**src/hdl/atu64_pkg.sv**
```systemverilog
`timescale 1ns / 1ps
// ----------------------------------------------------------------------------
// atu64_pkg
// Types and constants shared by the ASCII to unsigned 64-bit parser.
// ----------------------------------------------------------------------------
package atu64_pkg;

  localparam int unsigned CharW  = 8;
  localparam int unsigned ValueW = 64;
  localparam int unsigned CountW = 5;
  localparam int unsigned DigitW = 4;

  // digit limits, leading zeros included
  localparam logic [CountW-1:0] LIM_DEC = 5'd20;
  localparam logic [CountW-1:0] LIM_OCT = 5'd23;
  localparam logic [CountW-1:0] LIM_HEX = 5'd16;

  localparam logic [CharW-1:0] CH_NUL   = 8'h00;
  localparam logic [CharW-1:0] CH_ZERO  = 8'h30; // '0'
  localparam logic [CharW-1:0] CH_NINE  = 8'h39; // '9'
  localparam logic [CharW-1:0] CH_LC_A  = 8'h61; // 'a'
  localparam logic [CharW-1:0] CH_LC_F  = 8'h66; // 'f'
  localparam logic [CharW-1:0] CH_UC_A  = 8'h41; // 'A'
  localparam logic [CharW-1:0] CH_UC_F  = 8'h46; // 'F'
  localparam logic [CharW-1:0] CH_LC_X  = 8'h78; // 'x'

  typedef enum logic [1:0] {
    MODE_AUTO = 2'd0,
    MODE_DEC  = 2'd1,
    MODE_OCT  = 2'd2,
    MODE_HEX  = 2'd3
  } mode_t;

  typedef enum logic [1:0] {
    PH_START = 2'd0,
    PH_ZERO  = 2'd1,
    PH_ZEROX = 2'd2,
    PH_RUN   = 2'd3
  } phase_t;

  typedef enum logic [1:0] {
    AB_DEC = 2'd0,
    AB_OCT = 2'd1,
    AB_HEX = 2'd2
  } base_t;

  typedef struct packed {
    logic [ValueW-1:0] acc;
    logic [CountW-1:0] cnt;
    phase_t            phase;
    base_t             base;
    logic              err;
  } str_state_t;

  typedef struct packed {
    logic              ok;
    logic [ValueW-1:0] acc;
    logic [CountW-1:0] cnt;
  } dig_res_t;

  localparam str_state_t STR_RESET = '{
    acc:   '0,
    cnt:   '0,
    phase: PH_START,
    base:  AB_DEC,
    err:   1'b0
  };

endpackage

```
**src/hdl/ascii_to_u64_parser_top.sv**
```systemverilog
`timescale 1ns / 1ps
// ----------------------------------------------------------------------------
// ascii_to_u64_parser_top
// Streaming ASCII to unsigned 64-bit integer parser: one character per
// transfer, one result (value and error flag) per NUL-terminated string.
// ----------------------------------------------------------------------------
//
//  Channel  Ports                               Direction  Transfer when
//  in       in_valid/in_ready, in_char_code     input      in_valid & in_ready
//  out      out_valid/out_ready, out_value,     output     out_valid & out_ready
//           out_error
//  cfg      cfg_wr_en, cfg_wr_data              input      cfg_wr_en
//
// One character per cycle sustained while no NUL waits on a full output
// register. A character is held in the input register and parsed there by
// the step logic; a NUL that advances loads its result into the output
// register, which raises out_valid. Only a NUL waits for the output register
// to be free; other characters advance regardless of out_ready. Synchronous
// active-low reset clears the string state, both valid flags and the base mode.
// ----------------------------------------------------------------------------
module ascii_to_u64_parser_top (
  input  logic                              clk,
  input  logic                              rst_n,
  input  logic                              in_valid,
  output logic                              in_ready,
  input  logic [atu64_pkg::CharW-1:0]       in_char_code,
  output logic                              out_valid,
  input  logic                              out_ready,
  output logic [atu64_pkg::ValueW-1:0]      out_value,
  output logic                              out_error,
  input  logic                              cfg_wr_en,
  input  logic [1:0]                        cfg_wr_data
);

  // configuration
  atu64_pkg::mode_t             mode_r;

  // input register
  logic                         in_vld_r;
  logic [atu64_pkg::CharW-1:0]  in_char_r;

  // string state
  atu64_pkg::str_state_t        st_r;
  atu64_pkg::str_state_t        st_nxt;

  // result register
  logic                         out_vld_r;
  logic                         out_vld_nxt;
  logic [atu64_pkg::ValueW-1:0] out_value_r;
  logic                         out_error_r;

  logic                         is_nul;
  logic [atu64_pkg::ValueW-1:0] res_value;
  logic                         res_error;
  logic                         advance;

  atu64_step u_step (
    .cur       (st_r),
    .mode      (mode_r),
    .char_code (in_char_r),
    .nxt       (st_nxt),
    .is_nul    (is_nul),
    .res_value (res_value),
    .res_error (res_error)
  );

  // advance the held character unless it is a NUL facing a full output
  assign advance  = in_vld_r && (!is_nul || !out_vld_r || out_ready);
  assign in_ready = !in_vld_r || advance;

  always_comb begin
    out_vld_nxt = out_vld_r;
    if (advance && is_nul) begin
      out_vld_nxt = 1'b1;
    end else if (out_ready) begin
      out_vld_nxt = 1'b0;
    end
  end

  always_ff @(posedge clk) begin
    if (!rst_n) begin
      mode_r    <= atu64_pkg::MODE_AUTO;
      in_vld_r  <= 1'b0;
      out_vld_r <= 1'b0;
      st_r      <= atu64_pkg::STR_RESET;
    end else begin
      if (cfg_wr_en) begin
        mode_r <= atu64_pkg::mode_t'(cfg_wr_data);
      end
      if (in_ready) begin
        in_vld_r <= in_valid;
      end
      out_vld_r <= out_vld_nxt;
      if (advance) begin
        st_r <= st_nxt;
      end
    end
  end

  // payload registers: no reset needed
  always_ff @(posedge clk) begin
    if (in_valid && in_ready) begin
      in_char_r <= in_char_code;
    end
    if (advance && is_nul) begin
      out_value_r <= res_value;
      out_error_r <= res_error;
    end
  end

  assign out_valid = out_vld_r;
  assign out_value = out_value_r;
  assign out_error = out_error_r;

endmodule

```
**src/hdl/atu64_digit.sv**
```systemverilog
`timescale 1ns / 1ps
// ----------------------------------------------------------------------------
// atu64_digit
// Decodes one digit character and folds it into the accumulator, with digit
// count limit, digit range and 64-bit overflow checks.
// ----------------------------------------------------------------------------
module atu64_digit (
  input  atu64_pkg::base_t                    base,
  input  logic [atu64_pkg::ValueW-1:0]        acc,
  input  logic [atu64_pkg::CountW-1:0]        cnt,
  input  logic [atu64_pkg::CharW-1:0]         char_code,
  output atu64_pkg::dig_res_t                 res
);

  localparam int unsigned WideW = atu64_pkg::ValueW + 4;

  logic [atu64_pkg::DigitW-1:0] dval;
  logic                         dvalid;
  logic [atu64_pkg::CharW-1:0]  doff;
  logic [atu64_pkg::CountW-1:0] limit;
  logic                         in_range;
  logic [WideW-1:0]             wide_acc;
  logic [WideW-1:0]             prod;
  logic [WideW-1:0]             sum;

  always_comb begin
    dvalid = 1'b1;
    doff   = '0;
    if (char_code >= atu64_pkg::CH_ZERO && char_code <= atu64_pkg::CH_NINE) begin
      doff = char_code - atu64_pkg::CH_ZERO;
    end else if (char_code >= atu64_pkg::CH_LC_A && char_code <= atu64_pkg::CH_LC_F) begin
      doff = char_code - atu64_pkg::CH_LC_A + 8'd10;
    end else if (char_code >= atu64_pkg::CH_UC_A && char_code <= atu64_pkg::CH_UC_F) begin
      doff = char_code - atu64_pkg::CH_UC_A + 8'd10;
    end else begin
      dvalid = 1'b0;
    end
    dval = doff[atu64_pkg::DigitW-1:0];
  end

  assign wide_acc = {4'b0, acc};

  // multiply by the radix as shift-add
  always_comb begin
    case (base)
      atu64_pkg::AB_HEX: begin
        limit    = atu64_pkg::LIM_HEX;
        in_range = dvalid;
        prod     = wide_acc << 4;
      end
      atu64_pkg::AB_OCT: begin
        limit    = atu64_pkg::LIM_OCT;
        in_range = dvalid && (dval < 4'd8);
        prod     = wide_acc << 3;
      end
      default: begin
        limit    = atu64_pkg::LIM_DEC;
        in_range = dvalid && (dval < 4'd10);
        prod     = (wide_acc << 3) + (wide_acc << 1);
      end
    endcase
  end

  assign sum = prod + {{(WideW-atu64_pkg::DigitW){1'b0}}, dval};

  always_comb begin
    res.ok  = (cnt < limit) && in_range && (sum[WideW-1:atu64_pkg::ValueW] == 4'd0);
    res.acc = sum[atu64_pkg::ValueW-1:0];
    res.cnt = cnt + 5'd1;
  end

endmodule

```
**src/hdl/atu64_step.sv**
```systemverilog
`timescale 1ns / 1ps
// ----------------------------------------------------------------------------
// atu64_step
// Next-state logic of the parser: prefix detection, base selection, digit
// accumulation and the result formed on the terminating NUL.
// ----------------------------------------------------------------------------
module atu64_step (
  input  atu64_pkg::str_state_t            cur,
  input  atu64_pkg::mode_t                 mode,
  input  logic [atu64_pkg::CharW-1:0]      char_code,
  output atu64_pkg::str_state_t            nxt,
  output logic                             is_nul,
  output logic [atu64_pkg::ValueW-1:0]     res_value,
  output logic                             res_error
);

  atu64_pkg::base_t                dig_base;
  logic [atu64_pkg::ValueW-1:0]    dig_acc;
  logic [atu64_pkg::CountW-1:0]    dig_cnt;
  logic                            use_dig;
  atu64_pkg::dig_res_t             dig;

  atu64_digit u_digit (
    .base      (dig_base),
    .acc       (dig_acc),
    .cnt       (dig_cnt),
    .char_code (char_code),
    .res       (dig)
  );

  assign is_nul = (char_code == atu64_pkg::CH_NUL);

  always_comb begin
    res_error = cur.err || (cur.phase == atu64_pkg::PH_START) ||
                (cur.phase == atu64_pkg::PH_ZEROX);
    if (res_error || cur.phase == atu64_pkg::PH_ZERO) begin
      res_value = '0;
    end else begin
      res_value = cur.acc;
    end
  end

  always_comb begin
    nxt      = cur;
    dig_base = cur.base;
    dig_acc  = cur.acc;
    dig_cnt  = cur.cnt;
    use_dig  = 1'b0;

    case (cur.phase)
      atu64_pkg::PH_START: begin
        if (mode == atu64_pkg::MODE_DEC) begin
          dig_base = atu64_pkg::AB_DEC;
          use_dig  = 1'b1;
        end else if (char_code == atu64_pkg::CH_ZERO) begin
          nxt.phase = atu64_pkg::PH_ZERO;
        end else if (mode == atu64_pkg::MODE_OCT) begin
          dig_base = atu64_pkg::AB_OCT;
          use_dig  = 1'b1;
        end else if (mode == atu64_pkg::MODE_HEX) begin
          dig_base = atu64_pkg::AB_HEX;
          use_dig  = 1'b1;
        end else begin
          dig_base = atu64_pkg::AB_DEC;
          use_dig  = 1'b1;
        end
      end
      atu64_pkg::PH_ZERO: begin
        if ((mode == atu64_pkg::MODE_AUTO || mode == atu64_pkg::MODE_HEX) &&
            char_code == atu64_pkg::CH_LC_X) begin
          nxt.base  = atu64_pkg::AB_HEX;
          nxt.phase = atu64_pkg::PH_ZEROX;
        end else if (mode == atu64_pkg::MODE_AUTO || mode == atu64_pkg::MODE_OCT) begin
          dig_base = atu64_pkg::AB_OCT;
          use_dig  = 1'b1;
        end else begin
          // leading zero counts as a digit of the whole string
          dig_base = (mode == atu64_pkg::MODE_HEX) ? atu64_pkg::AB_HEX : atu64_pkg::AB_DEC;
          dig_acc  = '0;
          dig_cnt  = 5'd1;
          nxt.acc  = '0;
          nxt.cnt  = 5'd1;
          use_dig  = 1'b1;
        end
      end
      atu64_pkg::PH_ZEROX: begin
        dig_base = atu64_pkg::AB_HEX;
        use_dig  = 1'b1;
      end
      default: begin
        use_dig = 1'b1;
      end
    endcase

    if (use_dig) begin
      nxt.base  = dig_base;
      nxt.phase = atu64_pkg::PH_RUN;
      if (dig.ok) begin
        nxt.acc = dig.acc;
        nxt.cnt = dig.cnt;
      end else begin
        nxt.err = 1'b1;
      end
    end

    // hold everything once an error is seen; NUL restarts the string
    if (cur.err) begin
      nxt = cur;
    end
    if (is_nul) begin
      nxt = atu64_pkg::STR_RESET;
    end
  end

endmodule

```
**config.mk**
```make
export PLATFORM = sky130hd
export DESIGN_NAME = ascii_to_u64_parser_top
export DESIGN_NICKNAME = d
export VERILOG_FILES = /design/src/hdl/atu64_pkg.sv /design/src/hdl/ascii_to_u64_parser_top.sv /design/src/hdl/atu64_digit.sv /design/src/hdl/atu64_step.sv
export SDC_FILE = /design/constraint.sdc
export NUM_CORES = 1
export LEC_CHECK = 0
export BUFFER_PORTS_ARGS = -buffer_cell sky130_fd_sc_hd__buf_2
export CORE_MARGIN = 3
export CORE_UTILIZATION = 45
export DETAILED_ROUTE_END_ITERATION = 12
export PLACE_DENSITY = 0.63
export SLEW_MARGIN = 20
export SYNTH_ARGS = -nofsm -noshare
export SYNTH_HDL_FRONTEND = slang
export SYNTH_SLANG_ARGS = --single-unit
```
**constraint.sdc**
```tcl
create_clock -name clk -period 11.65 [get_ports clk]
set_input_delay 2.33 -clock clk [delete_from_list [all_inputs] [get_ports clk]]
set_output_delay 2.33 -clock clk [all_outputs]
set_load 0.1 [all_outputs]
```
==> run summary <==
post-route clock period utilization -> 74.7%
final hold violation count -> 0
multiplexer area fraction after synthesis -> 1.00%
Yosys reg bits -> 151
RD Place Congestion -> 1.01
PostCTS Resize Cnt -> 0
initial drt markers -> 2376
Int Pwr -> 965 uW
area grow syn2layout -> 7.55%
Top Ports -> 82
leakage -> 5.97 nW
Die Height -> 192 microns
WS Path Type -> register to register
WL/cell -> 24.4 microns
area of the core -> 33800 sq um
GRT Total Usage -> 31.8%
Pwr per Cell Area -> 82.2 nW/um^2
Sequential Power Share -> 41.0%
Crit. End Element -> register
Worst Reg-to-Reg Cells -> 26
Antenna Cells -> 0
Via-to-Cell Ratio -> 6.77
Fmax achieved -> 0.115 GHz
Rel. slew slack -> 27.3%
setup TNS -> 0 ns
TritonCTS clock tree -> yes
Synth Flop Type -> dfxtp_1
Setup Skew -> 0.0112 ns
DRT Pass-1 Iters -> 6
Cell Rows -> 67
Initial Util -> 45.9%
vias in the first global route -> 15100
postcts setup bufs -> 0
Mapped Cells -> 1999
Final Slew Violations -> 0
RSZ-0062 raised after global routing -> false
chip width -> 192 microns
IO buf count -> 81
Post-DRT Antenna Nets -> 0
Area contributors post-synth -> edfxtp_1, dfxtp_1, ha_1
fraction of registers with async set/reset -> 0%
clock sink count -> 151
die area -> 36700 sq um
Worst-Margin Slew -> 1.09 ns
Routed WL -> 59100 microns
nets@finish -> 2057
Clock Pin Slew Worst Setup and Hold Paths -> 0.07 ns
first-pass GRT wire length -> 91000 microns
Netlist Area Pre-Place -> 15500 sq um
vias -> 16400
worst path required time -> 11.97 ns
max-cap violations -> 0
YS warnings -> 0
worst-skew pair later-pin latency -> 0.45 ns
switching pwr -> 405 uW
post-synth top area share -> 14.1%
number of flops mapped to enable cells by yosys -> 73
most frequent cell after synthesis -> nand2_1
Compound-Gate Fraction of Synth Area -> 31.0%
post-synth cell types -> 103
Seq/Total Area, Yosys -> 24.2%
Post-Synth Adder-Cell Area -> 6.49%
Root Driver -> clkbuf_16
Min Hold Slack -> 0.462 ns
fin crit period -> 8.70 ns
WHS Path Cells -> 2
Mean Syn Cell Area -> 7.76 sq um
dpl hpwl -> 43200 microns
Max FO, Critical Path -> 66
crit path DAT -> 9.02 ns
net count after synthesis -> 2090
H-tree levels -> 4
Comb pwr share -> 13.1%
clk buf depth -> 2
DRC -> 0
worst min path class -> register to register
Synth Area in Simple Gates -> 26.6%
cell type contributing the most total cell area after synthesis -> edfxtp_1
Clk network pwr share -> 45.9%
largest family of logic cells by synthesized area -> compound AO/OA/AOI/OAI gates
largest net degree at the start of global routing -> 67
final setup vio count -> 0
startpoint types -> register
Switching Share -> 29.6%
status -> complete, no violations
# hold bufs at CTS -> 0
share of layout cells above drive strength 1 -> 9.45%
Num CTS Buffers -> 17
Total Power -> 1.37 mW
top cells by count, synth -> nand2_1, nor2_1, and2_1
VDD IR max -> 109 uV
xor/xnor cell area share of the yosys netlist -> 5.59%
GRT overflow -> 0
initial antenna violation count -> 1
[power groups by stage]
stage | clock [mW] | sequential, mW | combinational, mW
finish | 0.630 | 0.562 | 0.179
floorplan | 0 | 0.573 | 0.116
global placement | 0 | 0.574 | 0.169
global route | 0.657 | 0.562 | 0.188
detailed placement | 0 | 0.574 | 0.170
CTS | 0.633 | 0.562 | 0.171
[worst max-delay path: stages, from the launching register on]
cell,delay (ns)
edfxtp_1,0.48
inv_1,0.13
ha_1,0.24
nand2b_1,0.08
nor4_1,0.29
and3_1,0.31
mux2i_1,0.21
o211ai_1,0.09
o21ai_0,0.22
ha_4,0.80
inv_1,0.36
nor2_1,0.47
a22o_1,0.21
ha_1,0.18
a21oi_1,0.08
a21oi_1,0.30
or4b_1,0.55
nor4_1,0.49
nand4b_1,0.45
nor2_1,0.22
nor4b_2,0.47
and4b_1,0.26
o211a_1,0.18
a2bb2oi_4,0.15
buf_4,0.62
and3_1,0.54
o22ai_1,0.15
[registers in the layout, summed over array words and instances, names as in the netlist]
signal / cells
in_vld_r: 1
in_char_r: 8
out_valid: 1
out_error: 1
out_value: 64
st_r: 74
mode_r: 2
[routing by layer]
layer / vias up / global-route usage [%] / part of all wire, %
li1: 7523 / - / -
met1: 7902 / 47.0 / 45
met2: 910 / 47.4 / 43
met3: 105 / 5.13 / 9.8
met4: 0 / 9.57 / 2.9
met5: - / 0 / 0
[metrics by stage]
step	worst slack [ns]	area (sq um)	instances	util, %
after floorplan	2.86	15500	1999	-
after global placement	3.36	16000	2394	47.4
after detailed placement	3.20	16000	2394	47.4
after CTS	3.19	16600	2426	49.2
after global routing	2.36	16700	2427	49.4
final	2.95	16700	2427	49.4
[worst paths after layout]
kind,slack [ns],to,startpoint
max reg2reg,2.95,st_r[12]$_SDFFE_PN0P_,in_char_r[0]$_DFFE_PP_
min,0.46,st_r[9]$_SDFFE_PN0P_,st_r[9]$_SDFFE_PN0P_
min reg2reg,0.46,st_r[9]$_SDFFE_PN0P_,st_r[9]$_SDFFE_PN0P_
max,2.95,st_r[12]$_SDFFE_PN0P_,in_char_r[0]$_DFFE_PP_
[cells by family (layout without fill, tap and decap cells)]
| logic type | after synthesis | count (layout) |
|---|---|---|
| flip-flops | 151 | 151 |
| AO/OA/AOI/OAI | 682 | 682 |
| buffers and inverters | 189 | 169 |
| multiplexers | 15 | 15 |
| XOR/XNOR | 99 | 99 |
| adder cells (fa/ha/maj) | 80 | 80 |
| AND/OR/NAND/NOR | 783 | 783 |
[layout by cell type (no fill, tap or decap), types with 16 or more instances in the layout]
master and instances:
clkbuf_16 17, nand2b_1 16, a22oi_1 45, and2_1 139
nand2_1 208, a21oi_1 124, inv_1 40, xnor2_1 59
ha_1 72, xor2_1 40, nand3_1 50, o21ai_1 55
edfxtp_1 73, nor2_1 139, a31oi_1 23, dfxtp_1 78
nor3_1 52, nand4_1 36, buf_2 81, nor2b_1 16
a32oi_1 60, a211oi_1 16, o21ai_0 69, a22o_1 25
a21o_1 42, o22ai_1 22, o211ai_1 28, o21a_1 21
[layout make-up]
type / instances / area (sq um)
multi-input combinational: 1659 / 11000
fill: 3321 / 17100
clock inverter: 13 / 191
inverter: 40 / 150
tap: 448 / 561
sequential: 151 / 3750
timing repair buffer: 97 / 546
clock buffer: 19 / 443
No activity file was read; power rests on OpenSTA's default activity.
